[config.mk]
export PLATFORM = sky130hd
export DESIGN_NAME = keyframe_curve_evaluator_unit
export DESIGN_NICKNAME = d
export VERILOG_FILES = /design/src/rtl/core/kce_pkg.sv /design/src/rtl/core/keyframe_curve_evaluator_unit.sv
export VERILOG_INCLUDE_DIRS = /design/src /design/src/rtl/core
export SDC_FILE = /design/constraint.sdc
export NUM_CORES = 2
export LEC_CHECK = 0
export BUFFER_PORTS_ARGS = -buffer_cell sky130_fd_sc_hd__buf_2
export CAP_MARGIN = 20
export CORE_AREA = 5 5 442 444
export DETAILED_ROUTE_END_ITERATION = 10
export DIE_AREA = 0 0 447 449
export PLACE_DENSITY = 0.66
export SYNTH_ARGS = -nofsm -noshare
export SYNTH_HDL_FRONTEND = slang
export SYNTH_SLANG_ARGS = --single-unit
[constraint.sdc]
create_clock -name clock -period 8.93 [get_ports clock]
set_clock_uncertainty 0.1 [all_clocks]
set_input_delay 1.786 -clock clock [delete_from_list [all_inputs] [get_ports clock]]
set_output_delay 1.786 -clock clock [all_outputs]
set_load 0.05 [all_outputs]
[src/rtl/core/keyframe_curve_evaluator_unit_defines.svh]
// Assertion helpers shared by the keyframe curve evaluator RTL.
`ifndef KEYFRAME_CURVE_EVALUATOR_UNIT_DEFINES_SVH
`define KEYFRAME_CURVE_EVALUATOR_UNIT_DEFINES_SVH

// Same-cycle implication, checked outside reset.
`define KCE_ASSERT_HOLDS(label, clk, rst, ante, cons, msg) \
   label: assert property (@(posedge clk) disable iff (rst) (ante) |-> (cons)) \
      else $error(msg);

// Next-cycle implication, checked outside reset.
`define KCE_ASSERT_NEXT(label, clk, rst, ante, cons, msg) \
   label: assert property (@(posedge clk) disable iff (rst) (ante) |=> (cons)) \
      else $error(msg);

`endif

[src/rtl/core/kce_pkg.sv]
package kce_pkg;

   // Field widths.
   localparam int VALUE_W    = 32;
   localparam int TIME_W     = 16;
   localparam int FRAC_W     = 16;
   localparam int TABLE_W    = 2;
   localparam int KEY_IDX_W  = 3;
   localparam int MODE_W     = 2;
   localparam int COUNT_W    = 4;
   localparam int CSR_IDX_W  = 3;
   localparam int CSR_DATA_W = 32;
   localparam int ENTRY_W    = TIME_W + VALUE_W;

   // Interpolation arithmetic.
   localparam int ALPHA_W    = FRAC_W + 1;
   localparam int DIFF_W     = VALUE_W + 1;
   localparam int PROD_W     = 50;
   localparam int DIV_CNT_W  = 4;
   localparam logic [DIV_CNT_W-1:0] DIV_LAST = 4'd15;

   // Evaluation modes.
   localparam logic [MODE_W-1:0] MODE_CONSTANT      = 2'd0;
   localparam logic [MODE_W-1:0] MODE_RANDOM        = 2'd1;
   localparam logic [MODE_W-1:0] MODE_CURVE         = 2'd2;
   localparam logic [MODE_W-1:0] MODE_RANDOM_CURVES = 2'd3;

   // Key tables.
   localparam logic [TABLE_W-1:0] TBL_MAIN = 2'd0;
   localparam logic [TABLE_W-1:0] TBL_LOW  = 2'd1;
   localparam logic [TABLE_W-1:0] TBL_HIGH = 2'd2;
   localparam logic [TABLE_W-1:0] TBL_NONE = 2'd3;

   // Request opcodes.
   localparam logic OP_EVAL  = 1'b0;
   localparam logic OP_WRITE = 1'b1;

   // Register indexes.
   localparam logic [CSR_IDX_W-1:0] CSR_MODE       = 3'd0;
   localparam logic [CSR_IDX_W-1:0] CSR_CONSTANT   = 3'd1;
   localparam logic [CSR_IDX_W-1:0] CSR_MIN        = 3'd2;
   localparam logic [CSR_IDX_W-1:0] CSR_MAX        = 3'd3;
   localparam logic [CSR_IDX_W-1:0] CSR_MAIN_COUNT = 3'd4;
   localparam logic [CSR_IDX_W-1:0] CSR_LOW_COUNT  = 3'd5;
   localparam logic [CSR_IDX_W-1:0] CSR_HIGH_COUNT = 3'd6;

   typedef enum logic [3:0] {
      ST_IDLE,
      ST_LOOK_INIT,
      ST_SCAN,
      ST_RESOLVE,
      ST_DIV,
      ST_BLEND_SUB,
      ST_BLEND_MUL,
      ST_BLEND_ADD,
      ST_OUT
   } kce_state_type;

endpackage

[src/rtl/core/keyframe_curve_evaluator_unit.sv]
// Keyframe curve evaluator.
// Requests arrive on the req_ channel (valid/stall). A write request (op = 1)
// stores one (time, value) key in the main, low or high table in the cycle it
// is accepted and gives no response. An evaluate request (op = 0) returns one
// Q16.16 value on the rsp_ channel, chosen by the mode register: constant,
// min + r*(max - min), piecewise-linear lookup in the main table, or a blend
// by r between lookups in the low and high tables.
// The unit works on one request at a time and holds req_stall high until it
// has moved its result into the output register. A lookup scans the key
// memory, one read a cycle; a lookup that lands inside a segment then runs
// the serial divider and the multiply path, and a blend of two curves does
// a lookup in each table before its own multiply path.
// While rsp_stall is high the result stays in the output register; the next
// request is still accepted and is held in its last state until the output
// register frees up. Reset clears the control and configuration registers
// and the state machine; the key memory is not cleared and keys must be
// written before they are used. The user writes registers through the csr_
// port only while the unit is idle; the unit does not enforce this.
`include "keyframe_curve_evaluator_unit_defines.svh"

module keyframe_curve_evaluator_unit #(
   parameter int MAX_KEYS = 8
) (
   input  logic                                   clock,
   input  logic                                   reset,
   input  logic                                   req_valid,
   output logic                                   req_stall,
   input  logic                                   req_op,
   input  logic        [kce_pkg::TIME_W-1:0]      req_curve_t,
   input  logic        [kce_pkg::FRAC_W-1:0]      req_random_fraction,
   input  logic        [kce_pkg::TABLE_W-1:0]     req_key_table,
   input  logic        [kce_pkg::KEY_IDX_W-1:0]   req_key_index,
   input  logic        [kce_pkg::TIME_W-1:0]      req_key_time,
   input  logic signed [kce_pkg::VALUE_W-1:0]     req_key_value,
   output logic                                   rsp_valid,
   input  logic                                   rsp_stall,
   output logic signed [kce_pkg::VALUE_W-1:0]     rsp_curve_value,
   input  logic                                   csr_write,
   input  logic        [kce_pkg::CSR_IDX_W-1:0]   csr_index,
   input  logic        [kce_pkg::CSR_DATA_W-1:0]  csr_wdata
);
   import kce_pkg::*;

   localparam int IDX_W     = $clog2(MAX_KEYS);
   localparam int NUM_W     = IDX_W + 1;
   localparam int ADDR_W    = IDX_W + 2;
   localparam int MEM_DEPTH = 3 * (1 << IDX_W);

   // Control state.
   kce_state_type state_ff, state_in;
   logic rsp_valid_ff, rsp_valid_in;
   logic rd_valid_ff, rd_valid_in;
   logic found_ff, found_in;

   // Configuration registers.
   logic        [MODE_W-1:0]  mode_ff, mode_in;
   logic signed [VALUE_W-1:0] const_ff, const_in;
   logic signed [VALUE_W-1:0] min_ff, min_in;
   logic signed [VALUE_W-1:0] max_ff, max_in;
   logic        [COUNT_W-1:0] main_cnt_ff, main_cnt_in;
   logic        [COUNT_W-1:0] low_cnt_ff, low_cnt_in;
   logic        [COUNT_W-1:0] high_cnt_ff, high_cnt_in;

   // Working registers.
   logic signed [VALUE_W-1:0] rsp_value_ff, rsp_value_in;
   logic        [TIME_W-1:0]  t_ff, t_in;
   logic        [FRAC_W-1:0]  r_ff, r_in;
   logic        [TABLE_W-1:0] table_ff, table_in;
   logic                      phase_ff, phase_in;
   logic        [NUM_W-1:0]   n_ff, n_in;
   logic        [NUM_W-1:0]   issue_cnt_ff, issue_cnt_in;
   logic        [IDX_W-1:0]   rd_idx_ff, rd_idx_in;
   logic        [TIME_W-1:0]  first_t_ff, first_t_in;
   logic signed [VALUE_W-1:0] first_v_ff, first_v_in;
   logic        [TIME_W-1:0]  prev_t_ff, prev_t_in;
   logic signed [VALUE_W-1:0] prev_v_ff, prev_v_in;
   logic        [TIME_W-1:0]  seg_ta_ff, seg_ta_in;
   logic        [TIME_W-1:0]  seg_tb_ff, seg_tb_in;
   logic signed [VALUE_W-1:0] seg_va_ff, seg_va_in;
   logic signed [VALUE_W-1:0] seg_vb_ff, seg_vb_in;
   logic        [TIME_W-1:0]  span_ff, span_in;
   logic        [ALPHA_W-1:0] rem_ff, rem_in;
   logic        [ALPHA_W-1:0] quot_ff, quot_in;
   logic        [DIV_CNT_W-1:0] div_cnt_ff, div_cnt_in;
   logic signed [VALUE_W-1:0] blend_a_ff, blend_a_in;
   logic signed [VALUE_W-1:0] blend_b_ff, blend_b_in;
   logic        [ALPHA_W-1:0] blend_f_ff, blend_f_in;
   logic                      interp_ff, interp_in;
   logic signed [DIFF_W-1:0]  diff_ff, diff_in;
   logic signed [PROD_W-1:0]  prod_ff, prod_in;
   logic signed [VALUE_W-1:0] res_ff, res_in;
   logic signed [VALUE_W-1:0] lo_ff, lo_in;

   // Key memory.
   logic [ENTRY_W-1:0] key_mem [MEM_DEPTH];
   logic [ENTRY_W-1:0] rd_data_ff;
   logic               mem_wr_en, mem_rd_en;
   logic [ADDR_W-1:0]  mem_wr_addr, mem_rd_addr;
   logic [ENTRY_W-1:0] mem_wr_data;

   // Helper signals.
   logic               req_accept;
   logic [7:0]         key_idx_ext;
   logic [COUNT_W-1:0] sel_cnt;
   logic [7:0]         sel_cnt_ext;
   logic [7:0]         n_sat;
   logic [NUM_W-1:0]   n_last;
   logic [TIME_W-1:0]  e_t;
   logic signed [VALUE_W-1:0] e_v;
   logic [TIME_W-1:0]  seg_span;
   logic [TIME_W-1:0]  seg_dist;
   logic               div_top;
   logic [ALPHA_W-1:0] rem_shift;
   logic               div_bit;
   logic signed [PROD_W:0] mult_full;
   logic               look_done;
   logic signed [VALUE_W-1:0] look_val;

   assign req_stall       = (state_ff != ST_IDLE);
   assign req_accept      = req_valid && !req_stall;
   assign rsp_valid       = rsp_valid_ff;
   assign rsp_curve_value = rsp_value_ff;

   assign key_idx_ext = {5'd0, req_key_index};
   assign n_last      = n_ff - NUM_W'(1);
   assign e_t         = rd_data_ff[ENTRY_W-1:VALUE_W];
   assign e_v         = $signed(rd_data_ff[VALUE_W-1:0]);
   assign seg_span    = seg_tb_ff - seg_ta_ff;
   assign seg_dist    = t_ff - seg_ta_ff;
   assign div_top     = (seg_dist >= seg_span);
   assign rem_shift   = {rem_ff[ALPHA_W-2:0], 1'b0};
   assign div_bit     = (rem_shift >= {1'b0, span_ff});
   assign mult_full   = diff_ff * $signed({1'b0, blend_f_ff});

   // Key count of the table being looked up, saturated to the table size.
   always_comb begin
      case (table_ff)
         TBL_MAIN: sel_cnt = main_cnt_ff;
         TBL_LOW:  sel_cnt = low_cnt_ff;
         default:  sel_cnt = high_cnt_ff;
      endcase
      sel_cnt_ext = {4'd0, sel_cnt};
      n_sat = (sel_cnt_ext > 8'(MAX_KEYS)) ? 8'(MAX_KEYS) : sel_cnt_ext;
   end

   // Next state, datapath and memory control.
   always_comb begin
      state_in     = state_ff;
      rsp_valid_in = rsp_valid_ff && rsp_stall;
      rsp_value_in = rsp_value_ff;
      rd_valid_in  = 1'b0;
      found_in     = found_ff;
      mode_in      = mode_ff;
      const_in     = const_ff;
      min_in       = min_ff;
      max_in       = max_ff;
      main_cnt_in  = main_cnt_ff;
      low_cnt_in   = low_cnt_ff;
      high_cnt_in  = high_cnt_ff;
      t_in         = t_ff;
      r_in         = r_ff;
      table_in     = table_ff;
      phase_in     = phase_ff;
      n_in         = n_ff;
      issue_cnt_in = issue_cnt_ff;
      rd_idx_in    = rd_idx_ff;
      first_t_in   = first_t_ff;
      first_v_in   = first_v_ff;
      prev_t_in    = prev_t_ff;
      prev_v_in    = prev_v_ff;
      seg_ta_in    = seg_ta_ff;
      seg_tb_in    = seg_tb_ff;
      seg_va_in    = seg_va_ff;
      seg_vb_in    = seg_vb_ff;
      span_in      = span_ff;
      rem_in       = rem_ff;
      quot_in      = quot_ff;
      div_cnt_in   = div_cnt_ff;
      blend_a_in   = blend_a_ff;
      blend_b_in   = blend_b_ff;
      blend_f_in   = blend_f_ff;
      interp_in    = interp_ff;
      diff_in      = diff_ff;
      prod_in      = prod_ff;
      res_in       = res_ff;
      lo_in        = lo_ff;
      mem_wr_en    = 1'b0;
      mem_wr_addr  = {req_key_table, key_idx_ext[IDX_W-1:0]};
      mem_wr_data  = {req_key_time, req_key_value};
      mem_rd_en    = 1'b0;
      mem_rd_addr  = {table_ff, issue_cnt_ff[IDX_W-1:0]};
      look_done    = 1'b0;
      look_val     = '0;

      // Register writes.
      if (csr_write) begin
         unique case (csr_index)
            CSR_MODE:       mode_in     = csr_wdata[MODE_W-1:0];
            CSR_CONSTANT:   const_in    = $signed(csr_wdata[VALUE_W-1:0]);
            CSR_MIN:        min_in      = $signed(csr_wdata[VALUE_W-1:0]);
            CSR_MAX:        max_in      = $signed(csr_wdata[VALUE_W-1:0]);
            CSR_MAIN_COUNT: main_cnt_in = csr_wdata[COUNT_W-1:0];
            CSR_LOW_COUNT:  low_cnt_in  = csr_wdata[COUNT_W-1:0];
            CSR_HIGH_COUNT: high_cnt_in = csr_wdata[COUNT_W-1:0];
            default: ;
         endcase
      end

      unique case (state_ff)
         // Take a request: key writes finish here, evaluations start.
         ST_IDLE: begin
            if (req_accept) begin
               t_in = req_curve_t;
               r_in = req_random_fraction;
               if (req_op == OP_WRITE) begin
                  mem_wr_en = (req_key_table != TBL_NONE) &&
                              (key_idx_ext < 8'(MAX_KEYS));
               end else begin
                  unique case (mode_ff)
                     MODE_CONSTANT: begin
                        res_in   = const_ff;
                        state_in = ST_OUT;
                     end
                     MODE_RANDOM: begin
                        blend_a_in = min_ff;
                        blend_b_in = max_ff;
                        blend_f_in = {1'b0, req_random_fraction};
                        interp_in  = 1'b0;
                        state_in   = ST_BLEND_SUB;
                     end
                     MODE_CURVE: begin
                        table_in = TBL_MAIN;
                        state_in = ST_LOOK_INIT;
                     end
                     MODE_RANDOM_CURVES: begin
                        table_in = TBL_LOW;
                        phase_in = 1'b0;
                        state_in = ST_LOOK_INIT;
                     end
                  endcase
               end
            end
         end

         // Start a table lookup; an empty table gives zero at once.
         ST_LOOK_INIT: begin
            n_in         = n_sat[NUM_W-1:0];
            issue_cnt_in = '0;
            found_in     = 1'b0;
            if (n_sat == 8'd0) begin
               look_done = 1'b1;
               look_val  = '0;
            end else begin
               state_in = ST_SCAN;
            end
         end

         // Read keys one per cycle and track first, last and the bracketing segment.
         ST_SCAN: begin
            if (issue_cnt_ff != n_ff) begin
               mem_rd_en    = 1'b1;
               rd_valid_in  = 1'b1;
               rd_idx_in    = issue_cnt_ff[IDX_W-1:0];
               issue_cnt_in = issue_cnt_ff + NUM_W'(1);
            end
            if (rd_valid_ff) begin
               if (rd_idx_ff == '0) begin
                  first_t_in = e_t;
                  first_v_in = e_v;
               end else if (!found_ff && (prev_t_ff <= t_ff) && (t_ff <= e_t)) begin
                  found_in  = 1'b1;
                  seg_ta_in = prev_t_ff;
                  seg_tb_in = e_t;
                  seg_va_in = prev_v_ff;
                  seg_vb_in = e_v;
               end
               prev_t_in = e_t;
               prev_v_in = e_v;
               if ({1'b0, rd_idx_ff} == n_last) begin
                  state_in = ST_RESOLVE;
               end
            end
         end

         // Clamp to the end keys or set up the segment interpolation.
         ST_RESOLVE: begin
            if (t_ff <= first_t_ff) begin
               look_done = 1'b1;
               look_val  = first_v_ff;
            end else if (t_ff >= prev_t_ff) begin
               look_done = 1'b1;
               look_val  = prev_v_ff;
            end else if (found_ff) begin
               if (seg_span == '0) begin
                  look_done = 1'b1;
                  look_val  = seg_va_ff;
               end else begin
                  span_in    = seg_span;
                  rem_in     = {1'b0, seg_dist} - (div_top ? {1'b0, seg_span} : '0);
                  quot_in    = {{(ALPHA_W-1){1'b0}}, div_top};
                  div_cnt_in = '0;
                  blend_a_in = seg_va_ff;
                  blend_b_in = seg_vb_ff;
                  interp_in  = 1'b1;
                  state_in   = ST_DIV;
               end
            end else begin
               look_done = 1'b1;
               look_val  = prev_v_ff;
            end
         end

         // Restoring division, one quotient bit per cycle.
         ST_DIV: begin
            rem_in     = div_bit ? (rem_shift - {1'b0, span_ff}) : rem_shift;
            quot_in    = {quot_ff[ALPHA_W-2:0], div_bit};
            div_cnt_in = div_cnt_ff + DIV_CNT_W'(1);
            if (div_cnt_ff == DIV_LAST) begin
               blend_f_in = {quot_ff[ALPHA_W-2:0], div_bit};
               state_in   = ST_BLEND_SUB;
            end
         end

         // Blend a + floor((b - a) * f / 65536) over three registered steps.
         ST_BLEND_SUB: begin
            diff_in  = DIFF_W'(blend_b_ff) - DIFF_W'(blend_a_ff);
            state_in = ST_BLEND_MUL;
         end

         ST_BLEND_MUL: begin
            prod_in  = mult_full[PROD_W-1:0];
            state_in = ST_BLEND_ADD;
         end

         ST_BLEND_ADD: begin
            if (interp_ff) begin
               look_done = 1'b1;
               look_val  = blend_a_ff + $signed(prod_ff[VALUE_W+FRAC_W-1:FRAC_W]);
            end else begin
               res_in   = blend_a_ff + $signed(prod_ff[VALUE_W+FRAC_W-1:FRAC_W]);
               state_in = ST_OUT;
            end
         end

         // Move the result into the output register once it is free.
         ST_OUT: begin
            if (!rsp_valid_ff || !rsp_stall) begin
               rsp_valid_in = 1'b1;
               rsp_value_in = res_ff;
               state_in     = ST_IDLE;
            end
         end

         default: state_in = ST_IDLE;
      endcase

      // A finished lookup either is the result or feeds the curve blend.
      if (look_done) begin
         case (mode_ff)
            MODE_RANDOM_CURVES: begin
               if (!phase_ff) begin
                  lo_in    = look_val;
                  phase_in = 1'b1;
                  table_in = TBL_HIGH;
                  state_in = ST_LOOK_INIT;
               end else begin
                  blend_a_in = lo_ff;
                  blend_b_in = look_val;
                  blend_f_in = {1'b0, r_ff};
                  interp_in  = 1'b0;
                  state_in   = ST_BLEND_SUB;
               end
            end
            default: begin
               res_in   = look_val;
               state_in = ST_OUT;
            end
         endcase
      end
   end

   // Control and configuration registers.
   always_ff @(posedge clock) begin
      if (reset) begin
         state_ff     <= ST_IDLE;
         rsp_valid_ff <= 1'b0;
         rd_valid_ff  <= 1'b0;
         found_ff     <= 1'b0;
         mode_ff      <= MODE_CONSTANT;
         const_ff     <= '0;
         min_ff       <= '0;
         max_ff       <= '0;
         main_cnt_ff  <= '0;
         low_cnt_ff   <= '0;
         high_cnt_ff  <= '0;
      end else begin
         state_ff     <= state_in;
         rsp_valid_ff <= rsp_valid_in;
         rd_valid_ff  <= rd_valid_in;
         found_ff     <= found_in;
         mode_ff      <= mode_in;
         const_ff     <= const_in;
         min_ff       <= min_in;
         max_ff       <= max_in;
         main_cnt_ff  <= main_cnt_in;
         low_cnt_ff   <= low_cnt_in;
         high_cnt_ff  <= high_cnt_in;
      end
   end

   // Datapath registers.
   always_ff @(posedge clock) begin
      rsp_value_ff <= rsp_value_in;
      t_ff         <= t_in;
      r_ff         <= r_in;
      table_ff     <= table_in;
      phase_ff     <= phase_in;
      n_ff         <= n_in;
      issue_cnt_ff <= issue_cnt_in;
      rd_idx_ff    <= rd_idx_in;
      first_t_ff   <= first_t_in;
      first_v_ff   <= first_v_in;
      prev_t_ff    <= prev_t_in;
      prev_v_ff    <= prev_v_in;
      seg_ta_ff    <= seg_ta_in;
      seg_tb_ff    <= seg_tb_in;
      seg_va_ff    <= seg_va_in;
      seg_vb_ff    <= seg_vb_in;
      span_ff      <= span_in;
      rem_ff       <= rem_in;
      quot_ff      <= quot_in;
      div_cnt_ff   <= div_cnt_in;
      blend_a_ff   <= blend_a_in;
      blend_b_ff   <= blend_b_in;
      blend_f_ff   <= blend_f_in;
      interp_ff    <= interp_in;
      diff_ff      <= diff_in;
      prod_ff      <= prod_in;
      res_ff       <= res_in;
      lo_ff        <= lo_in;
   end

   // Key memory: one write port, one registered read port.
   always_ff @(posedge clock) begin
      if (mem_wr_en) begin
         key_mem[mem_wr_addr] <= mem_wr_data;
      end
      if (mem_rd_en) begin
         rd_data_ff <= key_mem[mem_rd_addr];
      end
   end

   // Read data only returns while a table scan is running.
   `KCE_ASSERT_HOLDS(a_read_in_scan, clock, reset, rd_valid_ff, state_ff == ST_SCAN, "read data outside scan")

   // The scan never issues past the saturated key count.
   `KCE_ASSERT_HOLDS(a_issue_bound, clock, reset, state_ff == ST_SCAN, issue_cnt_ff <= n_ff, "scan issued past key count")

   // The divider remainder always stays below the segment span.
   `KCE_ASSERT_HOLDS(a_div_rem, clock, reset, state_ff == ST_DIV, rem_ff < {1'b0, span_ff}, "divider remainder out of range")

   // A new response only appears after the output state.
   `KCE_ASSERT_NEXT(a_rsp_source, clock, reset, !rsp_valid_ff && state_ff != ST_OUT, !rsp_valid_ff, "response without output state")

endmodule
# --- Yosys cells after proc, flatten, opt, wreduce, memory -nomap -nowiden ---
# Memories as Yosys holds them, arrays and structs flattened. A register that Yosys moved wholly into a read port is not among the register bits.
# Index checks and enable logic that the tools add are counted.
op_classes:
  addsub: 9
  n_mul: 1
  div_mod_pow: 0
  n_lt_le_gt_ge: 8
  eq_ne: 42
  n_shift: 0
  mux: 126
  bitwise: 5
  n_reduce_logical: 40
op_table:
  columns: ["cell", "count"]
  rows:
  - ["two-way mux 32 bit", 31]
  - ["one-hot mux 32 bit (2 select lines)", 4]
  - ["two-way mux 16 bit", 10]
  - ["two-way mux 17 bit", 7]
  - ["two-way mux 4 bit", 20]
  - ["one-hot mux 16 bit (2 select lines)", 2]
  - ["subtractor 16 bit", 4]
  - ["<= comparator 16 bit", 3]
  - ["multiplier 33 x 18 -> 48 bit", 1]
  - ["inequality test 3 bit (second input constant)", 12]
  - ["one-hot mux 4 bit (9 select lines)", 1]
  - ["two-way mux 1 bit", 35]
  - ["one-hot mux 17 bit (2 select lines)", 1]
  - ["subtractor 32 x 32 -> 33 bit", 1]
  - ["adder 32 bit", 1]
  - ["greater-or-equal comparator 16 bit", 2]
  - ["one-hot mux 4 bit (2 select lines)", 3]
  - ["AND reduction 2 bit", 12]
  - ["inequality test 2 bit (second input constant)", 9]
  - ["greater-or-equal comparator 17 x 16 -> 1 bit", 1]
  - ["equality test 4 x 3 -> 1 bit (second input constant)", 4]
  - ["logical NOT 16 bit", 1]
  - ["two-way mux 2 bit", 6]
  - ["one-hot mux 4 bit (3 select lines)", 1]
  - ["33 further kinds", 59]
word_totals:
  ff_bits: 666
  latch_bits: 0
  ramBits: 1152
  mem_bits_ro: 0
  inputBits: 126
  out_inout_bits: 34
  elab_cells: 271
  memories: 1
memory_table:
  columns: ["memory", "words", "word_bits", "read_ports", "rd_ports_with_merged_regs", "write_ports", "line", "rtl"]
  rows:
  - ["key_mem", 24, 48, 1, 1, 1, "keyframe_curve_evaluator_unit.sv:95", "logic [ENTRY_W-1:0] key_mem [MEM_DEPTH];"]

# --- Longest topological paths before layout ---
depth:
  ltp_word: 10
  mapped_depth: 34
  ltp_nobuf: 34

# --- Least setup slack after synthesis ---
# No wires, ideal clock.
synth_path:
  kind: "register to register"
  from: "reg state_ff[1]"
  to: "reg seg_ta_ff[0] (enable)"
  setup_ns: 0.552
  arrival_ns: 6.331
  t_required_ns: 8.278
  setup_slack_ns: 1.947
  path_stages_with_launch: 8
  path_buffers: 1
  synth_period_minus_slack_ns: 6.983
  cell_sequence: "dfxtp_1 -> buf_1 -> nand2_1 -> nor3_1 -> nand2_1 -> inv_1 -> nand4_1 -> nor2_1"
synth_via:
  elab_chain_len: 2
synth_lines:
  columns: ["item", "line", "rtl"]
  rows:
  - ["start: declaration", "keyframe_curve_evaluator_unit.sv:50", "kce_state_type state_ff, state_in;"]
  - ["start signal: assignment", "keyframe_curve_evaluator_unit.sv:397", "state_ff <= state_in;"]
  - ["equality test 4 x 2 -> 1 bit", "keyframe_curve_evaluator_unit.sv:209", "unique case (state_ff)"]
  - ["AND reduction 4 bit (no source line)", null, null]
  - ["end signal: assignment", "keyframe_curve_evaluator_unit.sv:425", "seg_ta_ff <= seg_ta_in;"]
  - ["end: declaration", "keyframe_curve_evaluator_unit.sv:77", "logic [TIME_W-1:0] seg_ta_ff, seg_ta_in;"]
# Every way passes these cells.
# A chain may end at the register's enable or synchronous reset.

# --- Final worst setup path ---
layout_path:
  from: "reg blend_f_ff[5]"
  to: "reg prod_ff[46], data pin"
layout_via:
  elab_chain_len: 1
layout_lines:
  columns: ["item", "line", "rtl"]
  rows:
  - ["start: declaration", "keyframe_curve_evaluator_unit.sv:87", "logic [ALPHA_W-1:0] blend_f_ff, blend_f_in;"]
  - ["start signal: assignment", "keyframe_curve_evaluator_unit.sv:435", "blend_f_ff <= blend_f_in;"]
  - ["multiplier 33 x 18 -> 48 bit", "keyframe_curve_evaluator_unit.sv:133", "assign mult_full = diff_ff * $signed({1'b0, blend_f_ff});"]
  - ["via mult_full[46]", "keyframe_curve_evaluator_unit.sv:115", "logic signed [PROD_W:0] mult_full;"]
  - ["end signal: assignment", "keyframe_curve_evaluator_unit.sv:438", "prod_ff <= prod_in;"]
  - ["end: declaration", "keyframe_curve_evaluator_unit.sv:90", "logic signed [PROD_W-1:0] prod_ff, prod_in;"]
# The timed path passes the listed nets, and every way through them passes these cells.

==> summary.txt <==
Run status
  • Status: completed

Worst setup path
  • RR Startpoint: blend_f_ff[5]
  • FF-to-FF path depth: 22
  • Worst setup path category: flop to flop
  • Max incr delay on CP: ~0.96 ns
  • Critical Path, Cell by Cell: and2_1 > fa_1 > inv_1 > fa_1 > fa_1 > fa_1 > inv_1 > fa_1 > fa_1 > ha_1 > a21oi_1 > o21ai_0 > a211oi_1 > o21a_1 > a311oi_1 > buf_4 > a311oi_1 > nor4b_1 > and3_1 > o21ai_0 > a21boi_0 > xor2_1
  • Critical path's most frequent cell: fa_1
  • Cell family contributing the most delay on the critical path: adder cells
  • Required @ worst endpoint: 9.41 ns
  • WP buf/inv: 3
  • Crit path DAT: about 8.5 ns
  • Crit path from: blend_f_ff[5]
  • Setup crit end kind: flop
  • Critical path peak fanout: 27
  • Startpoint types: flop
  • Worst path slowest cell: dfxtp_1
  • Instance count on the critical path: 22

Logic synthesis
  • Mux cell area share after synthesis: under 10%
  • Seq/Total Area, Yosys: a little under three fifths
  • Synthesized flop and latch total: 1850
  • Synth Area in XOR/XNOR: between 1 and 1.5%
  • Yosys cell types: 92
  • Largest family of logic cells by synthesized area: adder cells
  • Dominant synthesized flop cell: edfxtp_1
  • EDFF count, synth: ~1600
  • Synthesized netlist cell count: between 6000 and 7000
  • Post-synthesis simple-gate area fraction: between 7 and 8%
  • Syn_nets: 7732
  • Asr flop ratio synth: 0%
  • Complex-gate fraction of the synthesized area: under 10%
  • Post-synthesis adder-cell area fraction: about 15%
  • Avg Cell Area, Syn: about 14 um2
  • YS warnings: 0
  • Synthesized area: 0.0949 mm2

Clocking
  • CTS H-tree depth: 4
  • CTS tree: yes
  • Post-CTS setup buffers: 0
  • Post-CTS sizing: 0
  • Clock sink count: approximately 1900
  • Clk buf depth: 3
  • Clk_lat worst skew: 0.84 ns
  • CTS root buf: clkbuf_16
  • Clk slew on worst S/H paths: roughly 0.060 ns
  • Inserted Clock Buffers: approximately 180
  • # hold bufs at CTS: 0

STA
  • Final hold vios: 0
  • Slew HR: between 10% and 20%
  • Max Clk Rate: approximately 120 MHz
  • Fin crit share: around nine tenths
  • Worst slew pin tran: 1.20 ns
  • Tmin final: roughly 8.0 ns
  • Setup violators final: 0
  • Max Slew Vio Count: 0
  • RSZ-0062 raised after global routing: false
  • Fin Setup TNS: 0 ns
  • Final WS setup: 0.902 ns

Finish
  • Syn-to-layout area delta: 10.6%
  • Most common cell after layout, fill and taps aside: edfxtp_1
  • Final core utilization: 54.9%
  • Most frequent cells in the layout: edfxtp_1, inv_1, nand2_1
  • Total Nets Final: ~7900
  • Layout cell share with drive strength beyond 1: approximately 14%

Global routing
  • GRT Overall Usage: 24.0%
  • Vias in the first global route: slightly below 60000
  • First-pass GRT wire length: around 360 mm
  • Initial antenna violation count: 35
  • Grt total ovfl: 0
  • Largest net degree at the start of global routing: 172

Routing
  • Wire length on met1: around 93 mm
  • Wire length on met3: ~14 mm
  • DRT Pass-1 Iters: 8
  • Average wire per standard cell: about 25 um
  • Highest metal used: met5
  • First DRT Iteration DRCs: just over 5000
  • DR DRC count: 0
  • Antenna violation net count after detailed routing: 0
  • DRT Wirelength: ~240 mm
  • Met2 WL post-DR: 122 mm
  • Via/cell ratio: around 5.8
  • Vias: roughly 56000

Place
  • DPL Wire Length: about 150 mm
  • Port Buffers: 159
  • Pre-CTS WS: between 0.9 and 1 ns
  • GP Congestion: 0.866

Min path
  • Worst hold start: res_ff[26]
  • Hold WC Path Type: flop to flop
  • Hold Path Depth: 0

Floorplan
  • I/O pin cnt: 160
  • Starting density of the core: 49.6%
  • Die Footprint: about 0.20 mm2
  • Core box area: about 0.19 mm2
  • Num rows: between 150 and 200
  • Die H: between 400 and 500 um
  • Die span in x: 447 um

Run
  • MaxCap Viol Count: 0
-- routing by layer --
| metal | track usage, % | up-vias |
|---|---|---|
| met5 | 0 | - |
| met4 | 8.93 | 14 |
| met3 | 3.52 | 472 |
| met2 | 41.4 | 1911 |
| met1 | 30.8 | 28600 |
| li1 | - | 24600 |
-- final cells by class --
type / count / area, um2
Antenna cell: 21 / 52.6
Clock buffer: 235 / 4950
Clock inverter: 101 / 1090
Fill cell: 15300 / 86200
Inverter: 801 / 3010
Multi-Input combinational cell: 3821 / 37700
Sequential cell: 1850 / 53200
Tap cell: 2526 / 3160
Timing Repair Buffer: 264 / 1710
-- kinds of logic (layout without fill, tap and decap cells) --
family | after synthesis | after routing
xor+xnor | 155 | 155
simple gates | 1465 | 1465
buf+inv | 1114 | 1401
compound gates | 940 | 940
flops | 1850 | 1850
fa+ha+maj | 821 | 821
other cells | 0 | 21
mux | 440 | 440
-- synth_stat cells (31+ instances only) --
library cell  count  area [um2]
o21a_1           42         315
a22oi_1          46         345
mux4_2          336        7570
clkbuf_1        242         908
a22o_1           46         403
nor2b_1          35         219
nand2_1         591        2220
a21oi_1         318        1590
and3_1           31         194
nor3_1           32         160
a221oi_1         54         473
a31oi_1          46         288
o21ai_0         143         716
and2_1          325        2030
edfxtp_1       1616       48500
xnor2_1         109         955
nand3_1          40         200
mux2i_1          87         871
dfxtp_1         234        4680
nor2_1          293        1100
inv_1           801        3010
a211oi_1         32         240
xor2_1           45         394
fa_1            520       10400
ha_1            301        3770
a21o_1           47         353
buf_1            43         161
-- registers in the layout, indices dropped and copies added (netlist names), 32 cells and up --
| signal | flops |
|---|---|
| blend_a_ff | 32 |
| min_ff | 32 |
| blend_b_ff | 32 |
| res_ff | 32 |
| rd_data_ff | 48 |
| prev_v_ff | 32 |
| lo_ff | 32 |
| first_v_ff | 32 |
| seg_va_ff | 32 |
| prod_ff | 32 |
| const_ff | 32 |
| seg_vb_ff | 32 |
| rsp_curve_value | 32 |
| max_ff | 32 |
| diff_ff | 33 |
| key_mem | 1152 |
-- metrics by stage --
stage | hold slack, ns | instance area, um2 | cells
floorplan | 0.308 | 94900 | 6785
global placement | 0.323 | 98700 | 9256
detailed placement | 0.320 | 98800 | 9260
CTS | 0.339 | 105000 | 9596
global route | 0.354 | 105000 | 9610
finish | 0.344 | 105000 | 9619
-- worst register-to-register path, delay by kind of cell (launching register included) --
family | cells | cell delay [ns]
AO/OA/AOI/OAI | 8 | 2.37
XOR/XNOR | 1 | 0.17
adder cells (fa/ha/maj) | 7 | 3.17
buffers and inverters | 3 | 0.32
AND/OR/NAND/NOR | 3 | 0.69
flip-flops | 1 | 0.96
-- worst paths after layout --
path                         end  slack, ns
min          rsp_curve_value[26]       0.34
max reg2reg          prod_ff[46]       0.90
max                  prod_ff[46]       0.90
min reg2reg  rsp_curve_value[26]       0.34
Power is left out: the tool's default activity adds up to more than one toggle a clock period on the data nets, which glitch-free logic cannot reach.
